## config.mk

```make
export PLATFORM = sky130hd
export DESIGN_NAME = spiral_index_to_grid_coord_top
export DESIGN_NICKNAME = d
export VERILOG_FILES = /design/src/rtl/core/sigc_pkg.sv /design/src/rtl/core/sigc_isqrt.sv /design/src/rtl/core/sigc_walk.sv /design/src/rtl/core/spiral_index_to_grid_coord_top.sv
export SDC_FILE = /design/constraint.sdc
export NUM_CORES = 1
export LEC_CHECK = 0
export BUFFER_PORTS_ARGS = -buffer_cell sky130_fd_sc_hd__clkbuf_2
export CORE_UTILIZATION = 56
export CTS_BUF_LIST = sky130_fd_sc_hd__clkbuf_4 sky130_fd_sc_hd__clkbuf_8 sky130_fd_sc_hd__clkbuf_16
export CTS_CLUSTER_SIZE = 30
export DETAILED_ROUTE_END_ITERATION = 10
export PLACE_DENSITY = 0.71
export REMOVE_ABC_BUFFERS = 1
export SLEW_MARGIN = 10
export SYNTH_ARGS = -nofsm -noshare
export SYNTH_HDL_FRONTEND = slang
export SYNTH_HIERARCHICAL = 1
export SYNTH_SLANG_ARGS = --single-unit
```

## constraint.sdc

```tcl
create_clock -name clk_i -period 6.04 [get_ports clk_i]
set_input_delay 1.208 -clock clk_i [delete_from_list [all_inputs] [get_ports clk_i]]
set_output_delay 1.208 -clock clk_i [all_outputs]
set_load 0.05 [all_outputs]
```

## src/rtl/core/sigc_pkg.sv

```systemverilog
// ============================================================================
// sigc_pkg : shared types and constants of the spiral-to-grid converter
// Field widths, sequencer states and the records passed between the
// square-root unit, the walk unit and the top level.
// ============================================================================
package sigc_pkg;

  // Field widths
  localparam int SIDE_W     = 17;
  localparam int POS_W      = 34;
  localparam int ROOT_W     = POS_W / 2;      // floor sqrt of a POS_W-bit value
  localparam int REM_W      = ROOT_W + 1;     // remainder never exceeds 2*root
  localparam int WALK_W     = ROOT_W + 3;     // offsets up to 4*root+3
  localparam int SQRT_STEPS = POS_W / 2;      // one radix-4 digit per cycle
  localparam int CNT_W      = $clog2(SQRT_STEPS);

  typedef enum logic [1:0] {
    ST_IDLE,
    ST_ROOT,
    ST_WALK
  } top_state_e;

  typedef enum logic [2:0] {
    WK_IDLE,
    WK_FIX,
    WK_SEG,
    WK_SEL,
    WK_OUT
  } walk_state_e;

  // Leg of the spiral ring that holds the cell
  typedef enum logic [2:0] {
    SEG_CORNER,
    SEG_UP,
    SEG_LEFT,
    SEG_DOWN,
    SEG_RIGHT
  } seg_e;

  typedef struct packed {
    logic [ROOT_W-1:0] root;
    logic [REM_W-1:0]  rem;
  } sqrt_res_t;

  typedef struct packed {
    logic [SIDE_W-1:0] line;
    logic [SIDE_W-1:0] column;
    logic              oor;
  } walk_res_t;

endpackage

```

## src/rtl/core/sigc_isqrt.sv

```systemverilog
// ============================================================================
// sigc_isqrt : digit-serial integer square root
// Shifts the radicand in two bits per cycle and settles one root bit per
// cycle; the remainder comes out alongside the root.
// ============================================================================
module sigc_isqrt
  import sigc_pkg::*;
(
  input  logic             clk_i,
  input  logic             rst_ni,
  input  logic             start_i,
  input  logic [POS_W-1:0] radicand_i,
  output logic             done_o,
  output sqrt_res_t        res_o
);

  logic              busy_q, busy_d;
  logic [CNT_W-1:0]  cnt_q, cnt_d;
  logic [POS_W-1:0]  rad_q, rad_d;
  logic [REM_W-1:0]  rem_q, rem_d;
  logic [ROOT_W-1:0] root_q, root_d;

  logic [REM_W+1:0]  rem_sh;
  logic [REM_W+1:0]  trial;
  logic [REM_W+1:0]  diff;
  logic              take;

  assign rem_sh = {rem_q, rad_q[POS_W-1 -: 2]};
  assign trial  = {1'b0, root_q, 2'b01};
  assign take   = rem_sh >= trial;
  assign diff   = rem_sh - trial;

  always_comb begin
    busy_d = busy_q;
    cnt_d  = cnt_q;
    rad_d  = rad_q;
    rem_d  = rem_q;
    root_d = root_q;
    if (start_i) begin
      busy_d = 1'b1;
      cnt_d  = CNT_W'(SQRT_STEPS - 1);
      rad_d  = radicand_i;
      rem_d  = '0;
      root_d = '0;
    end else if (busy_q) begin
      rad_d  = {rad_q[POS_W-3:0], 2'b00};
      rem_d  = take ? diff[REM_W-1:0] : rem_sh[REM_W-1:0];
      root_d = {root_q[ROOT_W-2:0], take};
      cnt_d  = cnt_q - 1'b1;
      if (cnt_q == '0) begin
        busy_d = 1'b0;
      end
    end
  end

  always_ff @(posedge clk_i or negedge rst_ni) begin
    if (!rst_ni) begin
      busy_q <= 1'b0;
      cnt_q  <= '0;
    end else begin
      busy_q <= busy_d;
      cnt_q  <= cnt_d;
    end
  end

  always_ff @(posedge clk_i) begin
    rad_q  <= rad_d;
    rem_q  <= rem_d;
    root_q <= root_d;
  end

  assign done_o    = busy_q && (cnt_q == '0);
  assign res_o.root = root_q;
  assign res_o.rem  = rem_q;

endmodule

```

## src/rtl/core/sigc_walk.sv

```systemverilog
// ============================================================================
// sigc_walk : ring leg selection and coordinate arithmetic
// Turns root and remainder into the odd ring root and the offset along the
// ring, picks the leg and forms line and column.
// ============================================================================
module sigc_walk
  import sigc_pkg::*;
(
  input  logic              clk_i,
  input  logic              rst_ni,
  input  logic              start_i,
  input  logic              take_i,
  input  logic [SIDE_W-1:0] side_i,
  input  logic              pos_zero_i,
  input  sqrt_res_t         sqrt_i,
  output logic              done_o,
  output walk_res_t         res_o
);

  walk_state_e state_q, state_d;

  logic [ROOT_W-1:0] r_q;
  logic [WALK_W-1:0] d_q, base_q, t1_q, t2_q, t3_q, t4_q;
  logic              oor_q;
  seg_e              seg_q, seg_d;

  logic              q_even;
  logic [ROOT_W-1:0] r_d;
  logic [WALK_W-1:0] d_d, base_d;
  logic              oor_d;
  logic [SIDE_W:0]   side_p1;
  logic [WALK_W-1:0] r_w;
  logic [WALK_W-1:0] line_w, col_w;

  // Step back to an odd root when the floor root is even.
  assign q_even  = ~sqrt_i.root[0];
  assign side_p1 = {1'b0, side_i} + 1'b1;
  assign r_d     = q_even ? sqrt_i.root - 1'b1 : sqrt_i.root;
  assign d_d     = q_even ? WALK_W'(sqrt_i.rem) + WALK_W'({sqrt_i.root, 1'b0}) - 1'b1
                          : WALK_W'(sqrt_i.rem);
  assign base_d  = WALK_W'(side_p1[SIDE_W:1]) + WALK_W'(sqrt_i.root[ROOT_W-1:1])
                   - WALK_W'(q_even);
  assign oor_d   = pos_zero_i || (side_i == '0) || (sqrt_i.root > side_i)
                   || ((sqrt_i.root == side_i) && (sqrt_i.rem != '0));
  assign r_w     = WALK_W'(r_q);

  always_comb begin
    state_d = state_q;
    seg_d   = seg_q;
    done_o  = 1'b0;
    case (state_q)
      WK_IDLE: begin
        if (start_i) begin
          state_d = WK_FIX;
        end
      end
      WK_FIX: state_d = WK_SEG;
      WK_SEG: state_d = WK_SEL;
      WK_SEL: begin
        if (d_q == '0) begin
          seg_d = SEG_CORNER;
        end else if (d_q <= t1_q) begin
          seg_d = SEG_UP;
        end else if (d_q <= t2_q) begin
          seg_d = SEG_LEFT;
        end else if (d_q <= t3_q) begin
          seg_d = SEG_DOWN;
        end else begin
          seg_d = SEG_RIGHT;
        end
        state_d = WK_OUT;
      end
      WK_OUT: begin
        done_o = 1'b1;
        if (take_i) begin
          state_d = WK_IDLE;
        end
      end
      default: state_d = WK_IDLE;
    endcase
  end

  always_ff @(posedge clk_i or negedge rst_ni) begin
    if (!rst_ni) begin
      state_q <= WK_IDLE;
    end else begin
      state_q <= state_d;
    end
  end

  always_ff @(posedge clk_i) begin
    seg_q <= seg_d;
    if (state_q == WK_FIX) begin
      r_q    <= r_d;
      d_q    <= d_d;
      base_q <= base_d;
      oor_q  <= oor_d;
    end
    if (state_q == WK_SEG) begin
      t1_q <= r_w + 1'b1;
      t2_q <= {r_w[WALK_W-2:0], 1'b0} + WALK_W'(2);
      t3_q <= {r_w[WALK_W-2:0], 1'b0} + r_w + WALK_W'(3);
      t4_q <= {r_w[WALK_W-3:0], 2'b00} + WALK_W'(3);
    end
  end

  // Leg offsets from the corner cell that holds root squared
  always_comb begin
    case (seg_q)
      SEG_CORNER: begin
        line_w = base_q;
        col_w  = base_q;
      end
      SEG_UP: begin
        line_w = base_q + 1'b1;
        col_w  = base_q + 1'b1 - d_q;
      end
      SEG_LEFT: begin
        line_w = base_q + t1_q + 1'b1 - d_q;
        col_w  = base_q - r_w;
      end
      SEG_DOWN: begin
        line_w = base_q - r_w;
        col_w  = base_q + d_q + 1'b1 - t3_q;
      end
      SEG_RIGHT: begin
        line_w = base_q + d_q - t4_q;
        col_w  = base_q + 1'b1;
      end
      default: begin
        line_w = base_q;
        col_w  = base_q;
      end
    endcase
  end

  assign res_o.line   = oor_q ? '0 : line_w[SIDE_W-1:0];
  assign res_o.column = oor_q ? '0 : col_w[SIDE_W-1:0];
  assign res_o.oor    = oor_q;

endmodule

```

## src/rtl/core/spiral_index_to_grid_coord_top.sv

```systemverilog
// Sequence: the square-root unit settles the root digits, then the walk unit
//   steps through WK_FIX, WK_SEG, WK_SEL and WK_OUT; a stalled output holds it longer.
// Throughput: one item in flight at a time; the serial square-root unit, one
//   root bit per cycle over a 34-bit position, bounds the item rate.
// Reset: asynchronous, active low; clears the sequencers and result valid.
// ============================================================================
// spiral_index_to_grid_coord_top : square spiral index to grid coordinates
// Finds the odd ring holding a one-based spiral position and returns the
// line and column of the cell in a square grid, or flags it out of range.
// ============================================================================
module spiral_index_to_grid_coord_top
  import sigc_pkg::*;
(
  input  logic              clk_i,
  input  logic              rst_ni,
  // input channel
  input  logic              in_valid_i,
  output logic              in_stall_o,
  input  logic [SIDE_W-1:0] grid_side_i,
  input  logic [POS_W-1:0]  spiral_position_i,
  // result channel
  output logic              out_valid_o,
  input  logic              out_stall_i,
  output logic [SIDE_W-1:0] line_o,
  output logic [SIDE_W-1:0] column_o,
  output logic              out_of_range_o
);

  top_state_e state_q, state_d;

  logic              in_xfer;
  logic              out_free;
  logic              sqrt_done;
  logic              walk_start;
  logic              walk_done;
  logic              walk_take;
  sqrt_res_t         sqrt_res;
  walk_res_t         walk_res;

  // Side and the zero-position flag stay put for the whole item.
  logic [SIDE_W-1:0] side_q;
  logic              pos_zero_q;

  logic              out_valid_q, out_valid_d;
  walk_res_t         out_q;

  // One item in flight: take a new one only when the sequencer is idle.
  assign in_stall_o = (state_q != ST_IDLE);
  assign in_xfer    = in_valid_i && !in_stall_o;

  // Output register is free when empty or being drained this cycle.
  assign out_free   = !out_valid_q || !out_stall_i;

  always_comb begin
    state_d     = state_q;
    walk_start  = 1'b0;
    walk_take   = 1'b0;
    out_valid_d = out_valid_q && out_stall_i;
    case (state_q)
      ST_IDLE: begin
        if (in_xfer) begin
          state_d = ST_ROOT;
        end
      end
      ST_ROOT: begin
        // Hand root and remainder to the walk unit once the last digit lands.
        if (sqrt_done) begin
          walk_start = 1'b1;
          state_d    = ST_WALK;
        end
      end
      ST_WALK: begin
        // Hold the walk result until the output register can take it.
        if (walk_done && out_free) begin
          walk_take   = 1'b1;
          out_valid_d = 1'b1;
          state_d     = ST_IDLE;
        end
      end
      default: state_d = ST_IDLE;
    endcase
  end

  always_ff @(posedge clk_i or negedge rst_ni) begin
    if (!rst_ni) begin
      state_q     <= ST_IDLE;
      out_valid_q <= 1'b0;
    end else begin
      state_q     <= state_d;
      out_valid_q <= out_valid_d;
    end
  end

  always_ff @(posedge clk_i) begin
    if (in_xfer) begin
      side_q     <= grid_side_i;
      pos_zero_q <= (spiral_position_i == '0);
    end
    if (walk_take) begin
      out_q <= walk_res;
    end
  end

  sigc_isqrt u_isqrt (
    .clk_i      (clk_i),
    .rst_ni     (rst_ni),
    .start_i    (in_xfer),
    .radicand_i (spiral_position_i),
    .done_o     (sqrt_done),
    .res_o      (sqrt_res)
  );

  sigc_walk u_walk (
    .clk_i      (clk_i),
    .rst_ni     (rst_ni),
    .start_i    (walk_start),
    .take_i     (walk_take),
    .side_i     (side_q),
    .pos_zero_i (pos_zero_q),
    .sqrt_i     (sqrt_res),
    .done_o     (walk_done),
    .res_o      (walk_res)
  );

  assign out_valid_o    = out_valid_q;
  assign line_o         = out_q.line;
  assign column_o       = out_q.column;
  assign out_of_range_o = out_q.oor;

  // The root unit finishes only while the sequencer waits for it.
  a_root_done_in_root : assert property (@(posedge clk_i) disable iff (!rst_ni)
    sqrt_done |-> (state_q == ST_ROOT))
    else $error("square root finished outside the root phase");

  // A walk result is offered only while the sequencer waits for it.
  a_walk_done_in_walk : assert property (@(posedge clk_i) disable iff (!rst_ni)
    walk_done |-> (state_q == ST_WALK))
    else $error("walk result offered outside the walk phase");

  // An out-of-range result carries zero coordinates.
  a_oor_zero : assert property (@(posedge clk_i) disable iff (!rst_ni)
    (out_valid_o && out_of_range_o) |-> ((line_o == '0) && (column_o == '0)))
    else $error("out-of-range result with nonzero coordinates");

  // A result is loaded only into a free output register.
  a_no_overwrite : assert property (@(posedge clk_i) disable iff (!rst_ni)
    (out_valid_q && out_stall_i) |-> !walk_take)
    else $error("stalled result overwritten");

endmodule
```

==> results.ini <==
[status]
status = complete, no violations

[cells_and_area]
mostFrequentLayoutCells = 330 x inv_1, 322 x ha_1, 196 x nor2_1, 196 x edfxtp_1, 134 x xnor2_1
multi_input_area_mm2 = 0.0140
utilization_pct = 62.4
final_nets = 2937
stdcell_area_mm2 = 0.0243
fill_cells = 3366
final_common_cell = inv_1
syn2layout_area_growth_pct = 9.10
antennaDiodeCount = 0
register_area_mm2 = 0.00689
drive_above_1_share_pct = 9.65

[worst_setup_path]
critPathCaptureType = register
crit_path_start_kind = register
rr_endpoint = column_o[13]
cp.arrival_ns = 5.71
rr_startpoint = u_walk/base_q[0]
ff2ff_path_depth = 17
critPathLaunch = u_walk/base_q[0]
critPathMaxFanout = 10
required_ns = 6.35
critical_path_class = reg2reg
rrSetupSlack_ns = 0.64

[yosys]
synth_edf_count = 196
synthDistinctLibCells = 98
ys_seq_elements = 243
synthSimpleGateAreaFrac_pct = 14.7
seq_area_frac_synth_pct = 30.9
async_reset_ff_share_pct = 4.94
yosys.area_share.xor_xnor_pct = 7.36
synthAdderAreaFrac_pct = 20.0
synth_area_per_cell_um2 = 9.11
yosysWarnings = 6
ys.flop_type = edfxtp_1
syn_inst = 2448
synth_top_family_by_area = adder cells
synth.area.mux_share_pct = 3.17
netlist_area_mm2 = 0.0223
synth_compound_area_share_pct = 17.3

[floorplanning]
start_util_pct = 57.2
die_area_mm2 = 0.0406
rows = 72
core-area_mm2 = 0.0390
ios = 92
die_h_um = 202
die_w_um = 202

[worst_hold_path]
holdCritStartpoint = state_q[0]
min_path_type = reg2reg
min_delay_path_depth = 1
hold_end = state_q[0]

[placed_design]
gp_routability_congestion = 0.994
portBuffers = 91
place_area_mm2 = 0.0234
dpl.hpwl_mm = 52.9

[clocking]
cts_root_buf = clkbuf_16
cts_resized = 0
post_cts_buffers = 0
htreeDepth = 1
cts_tree = done
cts_hold_buffers = 0
insertion_delay_ns = 0.59
cts.sinks = 243
path_clk_slew_ns = 0.06
clockBufferDepth = 3
cts_made_buffers = 28

[drt]
wl_per_cell_um = 21.7
vias = 18800
detail-route-antenna-nets = 0
drc = 0
dr.pass1.iters = 6
first_iter_violations = 1390
routed_wl_mm = 66.9
via_per_inst = 6.09

[global_routing]
grt_pass1_vias = 18700
antenna_found_initial = 1
grt_use_total_pct = 32.5
grt_max_degree = 57
grt_pass1_wl_mm = 102
overflow = 0

[sta]
fin_tns_setup_ns = 0
period_minus_slack_ns = 5.40
hold_viol = 0
rsz0062_at_grt = no
slew_violations = 0
period_share_pct = 89.4
worst_slew_pin_slew_ns = 1.24
slew_headroom_pct = 16.0
clock_skew_ns = 0.0158
max_freq_mhz = 185
setup_viol = 0

[run]
cap_violations = 0

==> critical path: stages, from the launching register on <==
cell and delay, ns:
edfxtp_1 0.55, ha_1 0.30, inv_1 0.08, fa_1 0.42, or2_4 0.29, a221oi_4 0.27
o211ai_2 0.16, o41a_1 0.41, o21ai_0 0.29, xnor2_1 0.20, ha_1 0.29, ha_1 0.22
or2_2 0.31, or4_1 0.48, a21o_1 0.19, a41o_1 0.24, a222oi_1 0.32, nor3_1 0.09
==> stage by stage <==
| stage | cells | worst slack, ns | hold slack (ns) |
|---|---|---|---|
| after floorplan | 2398 | -0.332 | 0.462 |
| after global placement | 3026 | 0.836 | 0.479 |
| after detailed placement | 3026 | 0.718 | 0.490 |
| after CTS | 3078 | 0.693 | 0.498 |
| after global routing | 3078 | 0.382 | 0.526 |
| final | 3078 | 0.642 | 0.496 |
==> area by class of cell <==
type | count | share of cell area, %
clock buffers | 34 | 3.16
clock inverters | 18 | 0.822
inverters | 331 | 5.10
multi-input cells | 1824 | 57.5
flip-flops and latches | 243 | 28.3
well taps | 518 | 2.66
repair buffers | 110 | 2.46
==> how the worst max path moves through the flow <==
stage	to	slack (ns)
floorplan	u_isqrt/rad_q[0]	-0.33
global placement	column_o[13]	0.84
detailed placement	column_o[13]	0.72
CTS	column_o[13]	0.69
global route	line_o[16]	0.38
finish	column_o[13]	0.64
==> cells in the mapped netlist, types with 38 or more instances <==
cell type,number,area (µm²)
a21o_1,63,473
edfxtp_1,196,5890
nor2_1,198,743
ha_1,322,4030
nand3_1,69,345
clkbuf_1,38,143
a211oi_1,47,353
inv_1,330,1240
nand2_1,124,465
xnor2_1,134,1170
xor2_1,51,447
nor3_1,58,290
a21oi_1,127,636
o21ai_0,106,531
==> kinds of logic after synthesis <==
logic type	after synthesis
fa+ha+maj	344
xor+xnor	186
mux	66
flops	243
compound gates	569
simple gates	658
buf+inv	381
other cells	1
==> flip-flops by register name, summed over array words and instances (netlist names), 3 cells and up <==
| register | count |
|---|---|
| line_o | 17 |
| u_walk/d_q | 20 |
| u_walk/base_q | 17 |
| column_o | 17 |
| u_walk/t2_q | 17 |
| u_isqrt/root_q | 17 |
| u_walk/seg_q | 3 |
| side_q | 17 |
| u_walk/t3_q | 19 |
| u_walk/t4_q | 15 |
| u_isqrt/rad_q | 34 |
| u_walk/state_q | 3 |
| u_isqrt/rem_q | 18 |
| u_walk/r_q | 17 |
| u_isqrt/cnt_q | 5 |
==> per-layer routing <==
layer	global-route usage, %	vias up	share of wire, %
li1	-	8975	-
met3	3.24	162	5.9
met2	56.1	694	48
met1	40.3	8926	41
met4	16.2	0	5.1
met5	0	-	0
Power is left out: the tool's default activity adds up to more than one toggle a clock period on the data nets, which glitch-free logic cannot reach.
